--- src/hdl/acsa_pkg.sv ---
// Package: shared types, codes and sizes for the ADC channel sum accumulator.
package acsa_pkg;

   localparam int unsigned NUM_PINS      = 32;
   localparam int unsigned SAMPLE_BITS   = 12;
   localparam int unsigned PIN_ADDR_BITS = (NUM_PINS > 1) ? $clog2(NUM_PINS) : 1;

   localparam int unsigned PIN_W    = 5;
   localparam int unsigned SAMPLE_W = 12;
   localparam int unsigned GAIN_W   = 32;
   localparam int unsigned OFFSET_W = 16;
   localparam int unsigned SUM_W    = 64;
   localparam int unsigned COUNT_W  = 16;
   localparam int unsigned LEN_W    = 16;

   localparam logic [SAMPLE_W-1:0] SAMPLE_MASK = SAMPLE_W'((64'd1 << SAMPLE_BITS) - 64'd1);

   localparam logic [1:0] OP_LOAD     = 2'd0;
   localparam logic [1:0] OP_REGULAR  = 2'd1;
   localparam logic [1:0] OP_INJECTED = 2'd2;
   localparam logic [1:0] OP_NONE     = 2'd3;

   localparam logic [1:0] GRP_UNUSED   = 2'd0;
   localparam logic [1:0] GRP_REGULAR  = 2'd1;
   localparam logic [1:0] GRP_INJECTED = 2'd2;

   localparam logic OUT_GRP_REGULAR  = 1'b0;
   localparam logic OUT_GRP_INJECTED = 1'b1;

   localparam int unsigned CSR_IDX_W = 1;
   localparam logic [CSR_IDX_W-1:0] CSR_CYCLE_LEN_REGULAR  = 1'd0;
   localparam logic [CSR_IDX_W-1:0] CSR_CYCLE_LEN_INJECTED = 1'd1;
   localparam logic [LEN_W-1:0] CYCLE_LEN_RESET = 16'd256;

   localparam int unsigned Q_PTR_W = 1;
   localparam int unsigned Q_CNT_W = 2;
   localparam logic [Q_CNT_W-1:0] Q_FULL = 2'd2;

   typedef struct packed {
      logic [1:0]                 opcode;
      logic [PIN_W-1:0]           pin;
      logic [SAMPLE_W-1:0]        sample;
      logic [1:0]                 set_group;
      logic                       set_rms;
      logic signed [GAIN_W-1:0]   set_gain;
      logic signed [OFFSET_W-1:0] set_offset;
   } acsa_req_type;

   typedef struct packed {
      logic [PIN_W-1:0]        out_pin;
      logic                    out_group;
      logic signed [SUM_W-1:0] period_sum;
      logic [COUNT_W-1:0]      period_count;
   } acsa_rsp_type;

   // Classified item as it waits between front and back
   typedef struct packed {
      logic [1:0]                 kind;
      logic [PIN_ADDR_BITS-1:0]   addr;
      logic [SAMPLE_W-1:0]        sample;
      logic [1:0]                 group;
      logic                       rms;
      logic signed [GAIN_W-1:0]   gain;
      logic signed [OFFSET_W-1:0] offset;
   } acsa_entry_type;

   typedef struct packed {
      logic [1:0]                 group;
      logic                       rms;
      logic signed [GAIN_W-1:0]   gain;
      logic signed [OFFSET_W-1:0] offset;
   } acsa_set_type;

   typedef struct packed {
      logic signed [SUM_W-1:0] sum;
      logic [COUNT_W-1:0]      count;
   } acsa_acc_type;

   typedef struct packed {
      logic           valid;
      acsa_entry_type entry;
   } acsa_queue_type;

endpackage

--- src/hdl/acsa_front.sv ---
// Front end: accepts request transfers, classifies them and queues them for the back end.
module acsa_front (
   input  logic                        clock,
   input  logic                        reset,
   input  logic                        req_valid,
   output logic                        req_stall,
   input  acsa_pkg::acsa_req_type      req_data,
   output acsa_pkg::acsa_queue_type    q_head,
   input  logic                        q_pop
);
   import acsa_pkg::*;

   acsa_entry_type             entry_ff [2];
   logic [Q_PTR_W-1:0]         wr_ptr_ff, wr_ptr_in;
   logic [Q_PTR_W-1:0]         rd_ptr_ff, rd_ptr_in;
   logic [Q_CNT_W-1:0]         count_ff, count_in;
   acsa_entry_type             cls;
   logic                       keep;
   logic                       push;

   always_comb begin
      cls.kind   = req_data.opcode;
      cls.addr   = PIN_ADDR_BITS'(req_data.pin);
      cls.sample = req_data.sample & SAMPLE_MASK;
      cls.rms    = req_data.set_rms;
      cls.gain   = req_data.set_gain;
      cls.offset = req_data.set_offset;
      case (req_data.set_group)
         GRP_REGULAR, GRP_INJECTED: cls.group = req_data.set_group;
         default:                   cls.group = GRP_UNUSED;
      endcase
   end

   assign keep      = (req_data.opcode != OP_NONE) && (32'(req_data.pin) < 32'(NUM_PINS));
   assign req_stall = (count_ff == Q_FULL);
   assign push      = req_valid && !req_stall && keep;

   assign q_head.valid = (count_ff != '0);
   assign q_head.entry = entry_ff[rd_ptr_ff];

   always_comb begin
      wr_ptr_in = push ? wr_ptr_ff + 1'b1 : wr_ptr_ff;
      rd_ptr_in = q_pop ? rd_ptr_ff + 1'b1 : rd_ptr_ff;
      count_in  = count_ff + Q_CNT_W'(push) - Q_CNT_W'(q_pop);
   end

   always_ff @(posedge clock) begin
      if (push) begin
         entry_ff[wr_ptr_ff] <= cls;
      end
   end

   always_ff @(posedge clock) begin
      if (reset) begin
         wr_ptr_ff <= '0;
         rd_ptr_ff <= '0;
         count_ff  <= '0;
      end else begin
         wr_ptr_ff <= wr_ptr_in;
         rd_ptr_ff <= rd_ptr_in;
         count_ff  <= count_in;
      end
   end

endmodule

--- config.mk ---
export PLATFORM = sky130hd
export DESIGN_NAME = acsa_front
export DESIGN_NICKNAME = d
export VERILOG_FILES = /design/src/hdl/acsa_pkg.sv /design/src/hdl/acsa_front.sv
export SDC_FILE = /design/constraint.sdc
export NUM_CORES = 1
export LEC_CHECK = 0
export BUFFER_PORTS_ARGS = -buffer_cell sky130_fd_sc_hd__buf_2
export CAP_MARGIN = 40
export CORE_ASPECT_RATIO = 1.4
export CORE_MARGIN = 2
export CORE_UTILIZATION = 48
export CTS_CLUSTER_DIAMETER = 50
export CTS_CLUSTER_SIZE = 40
export DETAILED_ROUTE_END_ITERATION = 10
export HOLD_SLACK_MARGIN = 0.06
export PLACE_DENSITY = 0.82
export REMOVE_ABC_BUFFERS = 1
export SYNTH_ARGS = -nofsm -noshare
export SYNTH_HDL_FRONTEND = slang
export SYNTH_SLANG_ARGS = --single-unit
--- constraint.sdc ---
create_clock -name clock -period 5.6 [get_ports clock]
set_clock_uncertainty 0.15 [all_clocks]
set_input_delay 1.12 -clock clock [delete_from_list [all_inputs] [get_ports clock]]
set_output_delay 1.12 -clock clock [all_outputs]
set_load 0.01 [all_outputs]
==> metrics.csv, run 1 <==
metric;value;unit
wire per inst;16.6;um
largest net degree at the start of global routing;44;
GPL Wtd Cong;0.706;
CTS tree;yes;
Pins Over Slew Limit;0;
Die Outline Area;0.0121;mm2
slowest CP cell;dfxtp_4;
initial antenna violation count;2;
worst skew pair latency;0.40;ns
CP bufs+invs;2;
fillers;783;
hold_buf cts;0;
Seq/Total Area, Yosys;79.9;%
Post-Syn Area per Cell;21.9;um2
DRC Markers;0;
commonest non-fill, non-tap cells in the layout;buf_2 (145), edfxtp_1 (140), mux2_2 (56), clkbuf_16 (17), mux2_4 (11);
slew margin rel.;39.7;%
final setup violation count;0;
Netlist cell types;18;
Worst setup SP type;flip-flop;
commonest non-fill, non-tap cell in the layout;buf_2;
Final TNS setup;0;ns
postcts setup bufs;0;
share of layout cells above drive strength 1;58.4;%
Max Clock Freq;319;MHz
layout net count;481;
Peak supply drop;0.279;mV
num rows;45;
number of vias per cell;4.92;
routed via count;2760;
worst path cell trace;buf_12 -> mux2_2 -> buf_2;
Initial Utilization;49.6;%
Hold Worst Slack;0.392;ns
crit-path max FO;43;
Die Y;129;um
RSZ-0062 raised after global routing;false;
Mapped Area;0.00539;mm2
max-cap violations;0;
status;finished clean;
critical path type;reg2out;
1st-iter DRT viols;158;
core area;0.0109;mm2
post-detail-place hpwl;6270;um
pwr dens;395;mW/mm2
Tcrit/Tclk final;55.9;%
crit end category;primary output;
grt total ovfl;0;
Fin. Hold Viols;0;
first-pass GRT wire length;14000;um
Final Critical Period;3.13;ns
Clock transition at path regs;0.05;ns
CTS H-tree lvls;4;
Routed Antenna Nets;0;
Mapped Cells;246;
Hold/Removal Path Class;reg2reg;
Die X;93.5;um
Data required, critical path;4.33;ns
final wirelength;9330;um
Clock Tree Root;clkbuf_16;
Least-Margin Pin Slew;0.903;ns
drt first pass iters;4;
Pleak;2.59;nW
critical path data arrival time;1.86;ns
I/O Pins;146;
Clock Path Buffers;2;
crit-path max cell delay;0.61;ns
CTS sink count;145;
Total GRT Usage;15.9;%
Port Buffers;145;
flops & latches, synth;145;
clock buffer count from CTS;17;
Synth Warn #;0;
vias in the first global route;2907;
CTS resizes;0;
Top Family by Delay on Critical Path;flip-flops;
Layout area overhead;26.6;%
==> worst reg2reg max path: cells and delay by family (launching register included) <==
family,cells,cell delay [ns]
AND/OR/NAND/NOR,3,1.04
buffers and inverters,1,0.61
flip-flops,1,0.33
==> worst paths after layout <==
path	start	endpoint	slack, ns	cells after the start
worst max-delay path	flip-flop	q_head[45]	2.47	3
worst min-delay path	count_ff[1]	count_ff[1]	0.39	2
worst max register to register	count_ff[1]	entry_ff[1][38]	3.07	4
worst min register to register	count_ff[1]	count_ff[1]	0.39	2
==> area by class of cell <==
class	instances	area, um2	area share (%)
flip-flops and latches	145	4310	63.2
inverters	2	7.51	0.110
clock buffers	24	452	6.62
diodes	2	5.00	0.0734
clock inverters	8	111	1.63
well taps	141	176	2.59
multi-input cells	91	1000	14.7
repair buffers	148	761	11.2
==> routing by layer <==
| layer | GRT usage (%) | part of all wire, % | vias to the layer above |
|---|---|---|---|
| met2 | 28.9 | 56 | 84 |
| li1 | - | - | 1285 |
| met5 | 0 | 0.075 | - |
| met4 | 8.10 | 2.6 | 2 |
| met3 | 4.83 | 5.3 | 19 |
| met1 | 16.3 | 36 | 1370 |
==> synthesized netlist by cell type <==
master	instances	area, um2
nor2b_1	3	18.8
mux2_2	56	631
edfxtp_1	140	4200
ha_1	2	25.0
nor2b_4	1	13.8
nand3b_4	1	20.0
and2_2	1	7.51
xnor2_1	1	8.76
nor2_1	7	26.3
buf_6	8	90.1
nand2_1	1	3.75
xor2_1	1	8.76
mux2_4	11	165
mux2_1	4	45.0
dfxtp_1	5	100
inv_1	2	7.51
or2_2	1	6.26
nor3_1	1	5.00
==> registers in the layout (all words and copies together), names as in the netlist, named ones only <==
register and count:
count_ff 2, rd_ptr_ff 1, entry_ff 140, wr_ptr_ff 1
==> power by group <==
part	total [mW]	switching, mW	leakage, nW	internal, mW
clock network	1.06	0.368	0.273	0.694
logic	0.313	0.164	0.981	0.149
registers	1.32	0.0298	1.34	1.29
==> per-stage QoR <==
stage               cells  util (%)  instance area [um2]  setup WS [ns]  power, mW
finish                561      62.8                 6820           2.47       2.70
global route          561      62.8                 6820           2.36       2.80
CTS                   559      62.7                 6820           2.42       2.72
detailed placement    527      57.5                 6250           2.23       1.66
global placement      526      57.4                 6230           2.30       1.65
floorplan             238         -                 5300          0.707       1.53
==> kinds of logic after synthesis <==
logic type    share of synthesized area, %
xor+xnor                             0.325
fa+ha+maj                            0.465
buf+inv                               1.81
flops                                 79.9
mux                                   15.6
simple gates                          1.88
(Power assumes the default switching activity.)
==> inputs of run 2 (changes only) <==
--- a/config.mk
+++ b/config.mk
@@ -5,16 +5,17 @@
 export SDC_FILE = /design/constraint.sdc
 export NUM_CORES = 1
 export LEC_CHECK = 0
+export ABC_AREA = 1
 export BUFFER_PORTS_ARGS = -buffer_cell sky130_fd_sc_hd__buf_2
 export CAP_MARGIN = 40
 export CORE_ASPECT_RATIO = 1.4
 export CORE_MARGIN = 2
-export CORE_UTILIZATION = 48
+export CORE_UTILIZATION = 47
 export CTS_CLUSTER_DIAMETER = 50
 export CTS_CLUSTER_SIZE = 40
 export DETAILED_ROUTE_END_ITERATION = 10
 export HOLD_SLACK_MARGIN = 0.06
-export PLACE_DENSITY = 0.82
+export PLACE_DENSITY = 0.83
 export REMOVE_ABC_BUFFERS = 1
 export SYNTH_ARGS = -nofsm -noshare
 export SYNTH_HDL_FRONTEND = slang
==> constraint.sdc (replaced) <==
create_clock -name clock -period 2.8 [get_ports clock]
set_clock_uncertainty 0.15 [all_clocks]
set_input_delay 0.56 -clock clock [delete_from_list [all_inputs] [get_ports clock]]
set_output_delay 0.56 -clock clock [all_outputs]
set_load 0.01 [all_outputs]
==> run 2 against run 1 <==
  * Register-to-register slack lost 2.2 ns
  * Global-route usage shrank 0.23 points
  * Combinational power grew 120%
  * Wire length grew 5.0%
  * Sequential power grew 97%
  * Critical path depth is the same
  * Die area grew 7.2%
  * Worst hold slack lost 0.20 ns
  * Via count grew 1.4%
  * Worst setup slack lost 2.1 ns
  * Clock-buffer cell count shrank 5
==> metrics.csv, run 2 <==
metric;value;unit
Logic pwr share;12.5;%
Die Y;134;um
Seq pwr share;47.7;%
grt total ovfl;0;
Mapped Cells;259;
layout net count;496;
Async SR Flop Fraction;0;%
GPL Wtd Cong;0.818;
largest cells by area after synthesis;edfxtp_1 (74%), mux2_4 (19%), buf_12 (2.5%), dfxtp_1 (1.8%), inv_1 (0.73%);
CTS tree;yes;
Post-Syn Area per Cell;21.9;um2
CTS resizes;0;
first-pass GRT wire length;15100;um
sw frac;21.4;%
r2r setup slk;0.88;ns
CTS H-tree lvls;4;
pwr dens;768;mW/mm2
Worst setup SP type;flip-flop;
Die X;96.8;um
Netlist cell types;13;
commonest non-fill, non-tap cells in the layout;buf_2 (145), edfxtp_1 (140), mux2_4 (70), clkbuf_16 (17);
I/O Pins;146;
share of layout cells above drive strength 1;57.5;%
Setup crit end;q_head[30];
crit end category;primary output;
hold_buf cts;0;
Tcrit/Tclk final;88.1;%
fillers;884;
crit-path max FO;67;
Post-synth top cells;edfxtp_1 (140), mux2_4 (70), inv_1 (11), nor2_1 (11), nand2_1 (8);
clock share of power;39.8;%
post-synth top area share;74.2;%
Yosys top cell by area;edfxtp_1;
Port Buffers;145;
most numerous cell in the Yosys netlist;edfxtp_1;
clock buffer count from CTS;17;
FF-to-FF End;count_ff[1];
Seq/Total Area, Yosys;75.9;%
1st-iter DRT viols;106;
Pins Over Slew Limit;0;
final wirelength;9790;um
Reg with most FFs;entry_ff;
Synth Warn #;0;
Routed Antenna Nets;0;
R2R depth;11;
wire per inst;16.8;um
initial antenna violation count;3;
max FFs per register;140;
postcts setup bufs;0;
Int Pwr;4.28;mW
Clock transition at path regs;0.06;ns
worst slack, placed;0.596;ns
number of flops mapped to enable cells by yosys;140;
routed via count;2800;
Fin. Hold Viols;0;
final worst slack;0.334;ns
drt first pass iters;4;
status;finished clean;
Mapped Area;0.00567;mm2
core area;0.0118;mm2
Regs by FF count;entry_ff: 140 flops, count_ff: 2 flops;
Initial Utilization;48.0;%
Layout area overhead;25.2;%
Psw;1.17;mW
DRC Markers;0;
max-cap violations;0;
critical path data arrival time;1.76;ns
r2r startpoint;count_ff[1];
worst skew pair latency;0.40;ns
Overall Power;5.45;mW
Die Outline Area;0.0130;mm2
flops & latches, synth;145;
RSZ-0062 raised after global routing;false;
CTS sink count;145;
Hold/Removal Path Class;in2reg;
Data required, critical path;2.09;ns
Final TNS setup;0;ns
Pleak;2.86;nW
Top FF cell, synth;edfxtp_1;
post-detail-place hpwl;6720;um
commonest non-fill, non-tap cell in the layout;buf_2;
dpl cell area;0.00651;mm2
Total GRT Usage;15.6;%
Final Critical Period;2.47;ns
slew margin rel.;65.8;%
Max Clock Freq;406;MHz
num rows;47;
Clock Path Buffers;2;
final setup violation count;0;
largest net degree at the start of global routing;68;
Peak supply drop;0.427;mV
vias in the first global route;3082;
Clock Tree Root;clkbuf_16;
critical path type;reg2out;
final instance area;0.00710;mm2
Least-Margin Pin Slew;0.512;ns
number of vias per cell;4.81;
[run 2: cell types whose count changed after synthesis, moves of 3 or more]
cell / delta
mux2_2: -56
nor2b_1: -3
buf_12: +7
nor2_1: +4
buf_6: -7
mux2_4: +59
inv_1: +9
nand2_1: +7
mux2_1: -4
[run 2: per-stage QoR]
stage               hold WS, ns  utilization [%]  std cells
floorplan                 0.329                -        251
global placement          0.349             55.1        548
detailed placement        0.359             55.1        548
CTS                       0.171             60.0        580
global route              0.161             60.0        581
finish                    0.190             60.0        582
[run 2: worst min path at each step]
stage                  from               to  slack, ns  cells past startpoint
4_1_cts        req_data[55]  entry_ff[0][55]       0.17                      1
2_1_floorplan     wr_ptr_ff        wr_ptr_ff       0.33                      2
6_report       req_data[55]  entry_ff[1][55]       0.19                      1
3_3_place_gp      rd_ptr_ff        rd_ptr_ff       0.35                      2
3_5_place_dp      rd_ptr_ff        flip-flop       0.36                      2
5_1_grt        req_data[55]  entry_ff[1][55]       0.16                      1
[run 2: worst max-delay path, cell delays in order (launching register included)]
cell and delay (ns):
dfxtp_4 0.39, buf_12 0.43, mux2_4 0.35, buf_2 0.14
[run 2: kinds of logic (layout without fill, tap and decap cells)]
| group | after synthesis | count (layout) | synth area share [%] |
|---|---|---|---|
| flip-flops | 145 | 145 | 75.9 |
| buffers and inverters | 19 | 193 | 3.40 |
| multiplexers | 70 | 70 | 18.5 |
| XOR/XNOR | 1 | 1 | 0.155 |
| AND/OR/NAND/NOR | 21 | 21 | 1.46 |
| AO/OA/AOI/OAI | 1 | 1 | 0.0882 |
| other | 0 | 2 | 0 |
| adder cells (fa/ha/maj) | 2 | 2 | 0.441 |
[run 2: power groups by stage]
stage | logic (mW) | registers [mW] | clock network, mW
global placement | 0.672 | 2.63 | 0
CTS | 0.694 | 2.60 | 2.22
finish | 0.681 | 2.60 | 2.17
floorplan | 0.408 | 2.68 | 0
detailed placement | 0.691 | 2.64 | 0
global route | 0.735 | 2.61 | 2.32
[run 2: cell type report]
class / count / area [um2] / share of cell area (%)
multi-input combinational: 95 / 1180 / 16.6
timing repair buffer: 150 / 801 / 11.3
antenna: 2 / 5.00 / 0.0705
clock buffer: 19 / 433 / 6.10
sequential: 145 / 4310 / 60.7
clock inverter: 13 / 144 / 2.03
tap: 147 / 184 / 2.59
inverter: 11 / 41.3 / 0.582
[run 2: metal layers]
| metal | track usage, % | wire length (um) |
|---|---|---|
| met5 | 0 | 13 |
| met4 | 7.43 | 268 |
| met3 | 5.68 | 499 |
| met2 | 30.4 | 5750 |
| met1 | 14.0 | 3260 |
==> inputs of run 3 (changes only) <==
--- a/config.mk
+++ b/config.mk
@@ -5,17 +5,16 @@
 export SDC_FILE = /design/constraint.sdc
 export NUM_CORES = 1
 export LEC_CHECK = 0
-export ABC_AREA = 1
+export ABC_AREA = 0
 export BUFFER_PORTS_ARGS = -buffer_cell sky130_fd_sc_hd__buf_2
 export CAP_MARGIN = 40
 export CORE_ASPECT_RATIO = 1.4
-export CORE_MARGIN = 2
 export CORE_UTILIZATION = 47
 export CTS_CLUSTER_DIAMETER = 50
 export CTS_CLUSTER_SIZE = 40
 export DETAILED_ROUTE_END_ITERATION = 10
 export HOLD_SLACK_MARGIN = 0.06
-export PLACE_DENSITY = 0.83
+export PLACE_DENSITY = 0.84
 export REMOVE_ABC_BUFFERS = 1
 export SYNTH_ARGS = -nofsm -noshare
 export SYNTH_HDL_FRONTEND = slang
==> run 3 against run 2 <==
  * Worst setup slack better by 0.045 ns
  * First-iteration DRC count fell by 0.94%
  * Non-clock buffer count grew 2
  * Wire length is 2.8% lower
  * Design area fell by 2.7%
  * Cell count fell by 3.4%
  * Sequential power barely moved
  * Worst hold slack improved by 0.0080 ns
  * Highest routed layer is now met4
==> metrics.csv, run 3 (synthesis results as in run 1) <==
metric;value;unit
Routed Antenna Nets;0;
slowest CP cell;dfxtp_4;
Peak supply drop;0.470;mV
share of layout cells above drive strength 1;59.9;%
crit end category;primary output;
final setup violation count;0;
clock buffer count from CTS;17;
Hold Worst Slack;0.198;ns
number of vias per cell;4.96;
pwr dens;814;mW/mm2
Clock Path Buffers;2;
final design utilization;62.9;%
hold_sp;req_data[5];
DRC Markers;0;
postcts setup bufs;0;
final worst slack;0.379;ns
Clock Tree Root;clkbuf_16;
fillers;818;
initial antenna violation count;0;
Die X;92.5;um
grt total ovfl;0;
hold path endpoint;entry_ff[0][5];
Layout area overhead;28.2;%
Least-Margin Pin Slew;0.608;ns
worst slack, placed;0.692;ns
core area;0.0110;mm2
GPL Wtd Cong;0.721;
CTS resizes;0;
first-pass GRT wire length;14600;um
Max Clock Freq;413;MHz
ANT cells;0;
largest net degree at the start of global routing;46;
critical path data arrival time;1.71;ns
Hold/Removal Path Class;in2reg;
critical path type;reg2out;
max FFs per register;140;
CTS sink count;145;
status;finished clean;
Fin. Hold Viols;0;
layout net count;485;
max-cap violations;0;
routed via count;2786;
I/O Pins;146;
Die Y;129;um
post-detail-place hpwl;6390;um
crit-path max FO;17;
CTS H-tree lvls;4;
r2r setup slk;0.95;ns
r2r startpoint;count_ff[1];
Data required, critical path;2.09;ns
1st-iter DRT viols;105;
Port Buffers;145;
drt first pass iters;4;
Total GRT Usage;16.8;%
Tcrit/Tclk final;86.5;%
hold_buf cts;0;
final wirelength;9520;um
Reg with most FFs;entry_ff;
R2R depth;8;
Initial Utilization;49.1;%
worst skew pair latency;0.40;ns
Final Critical Period;2.42;ns
vias in the first global route;2900;
slew margin rel.;59.5;%
num rows;45;
Overall Power;5.62;mW
Worst setup SP type;flip-flop;
crit-path max cell delay;0.52;ns
commonest non-fill, non-tap cell in the layout;buf_2;
worst path cell trace;buf_4 -> mux2_2 -> buf_2;
FF-to-FF End;count_ff[1];
CTS tree;yes;
number of cells on the worst hold path;1;
RSZ-0062 raised after global routing;false;
wire per inst;16.9;um
Pleak;2.64;nW
Regs by FF count;entry_ff: 140 flops, count_ff: 2 flops;
Die Outline Area;0.0119;mm2
Clock transition at path regs;0.06;ns
Pins Over Slew Limit;0;
commonest non-fill, non-tap cells in the layout;buf_2 (145), edfxtp_1 (140), mux2_2 (56), clkbuf_16 (17), mux2_4 (11);
[run 3: critical path: cells and delay by family (launching register included)]
| family | cells | cell delay (ns) |
|---|---|---|
| buffers and inverters | 2 | 0.42 |
| DFF | 1 | 0.52 |
| muxes | 1 | 0.37 |
[run 3: how the worst max path moves through the flow]
stage / cells after the start / slack (ns) / endpoint
6_report: 3 / 0.38 / q_head[7]
5_1_grt: 3 / 0.30 / q_head[60]
4_1_cts: 3 / 0.34 / q_head[60]
3_5_place_dp: 9 / 0.69 / count_ff[1]
3_3_place_gp: 9 / 0.71 / count_ff[1]
2_1_floorplan: 3 / -1.53 / entry_ff[0][0]
[run 3: power breakdown]
part / switching, mW / total (mW) / internal, mW / leakage (nW)
combinational: 0.336 / 0.642 / 0.305 / 1.00
clock: 0.784 / 2.35 / 1.56 / 0.300
sequential: 0.0539 / 2.63 / 2.58 / 1.34
total: 1.17 / 5.62 / 4.45 / 2.64
[run 3: final cells by class]
| class | instances | area (um2) | share of cell area [%] |
|---|---|---|---|
| Sequential cell | 145 | 4310 | 62.4 |
| Inverter | 2 | 7.51 | 0.109 |
| Clock inverter | 13 | 191 | 2.77 |
| Clock buffer | 18 | 429 | 6.22 |
| Timing Repair Buffer | 152 | 791 | 11.5 |
| Tap cell | 141 | 176 | 2.56 |
| Multi-Input combinational cell | 91 | 1000 | 14.5 |
[run 3: metrics by stage]
stage | cell area (um2) | std cells | setup TNS (ns)
after CTS | 6900 | 562 | 0
after floorplan | 5300 | 238 | -235.56
final | 6900 | 562 | 0
after detailed placement | 6280 | 531 | 0
after global routing | 6900 | 562 | 0
after global placement | 6280 | 531 | 0
[run 3: layer usage]
layer | track usage, % | wire (um)
met1 | 17.6 | 3570
met2 | 29.9 | 5210
met3 | 4.43 | 360
met4 | 10.1 | 372
met5 | 0 | 0
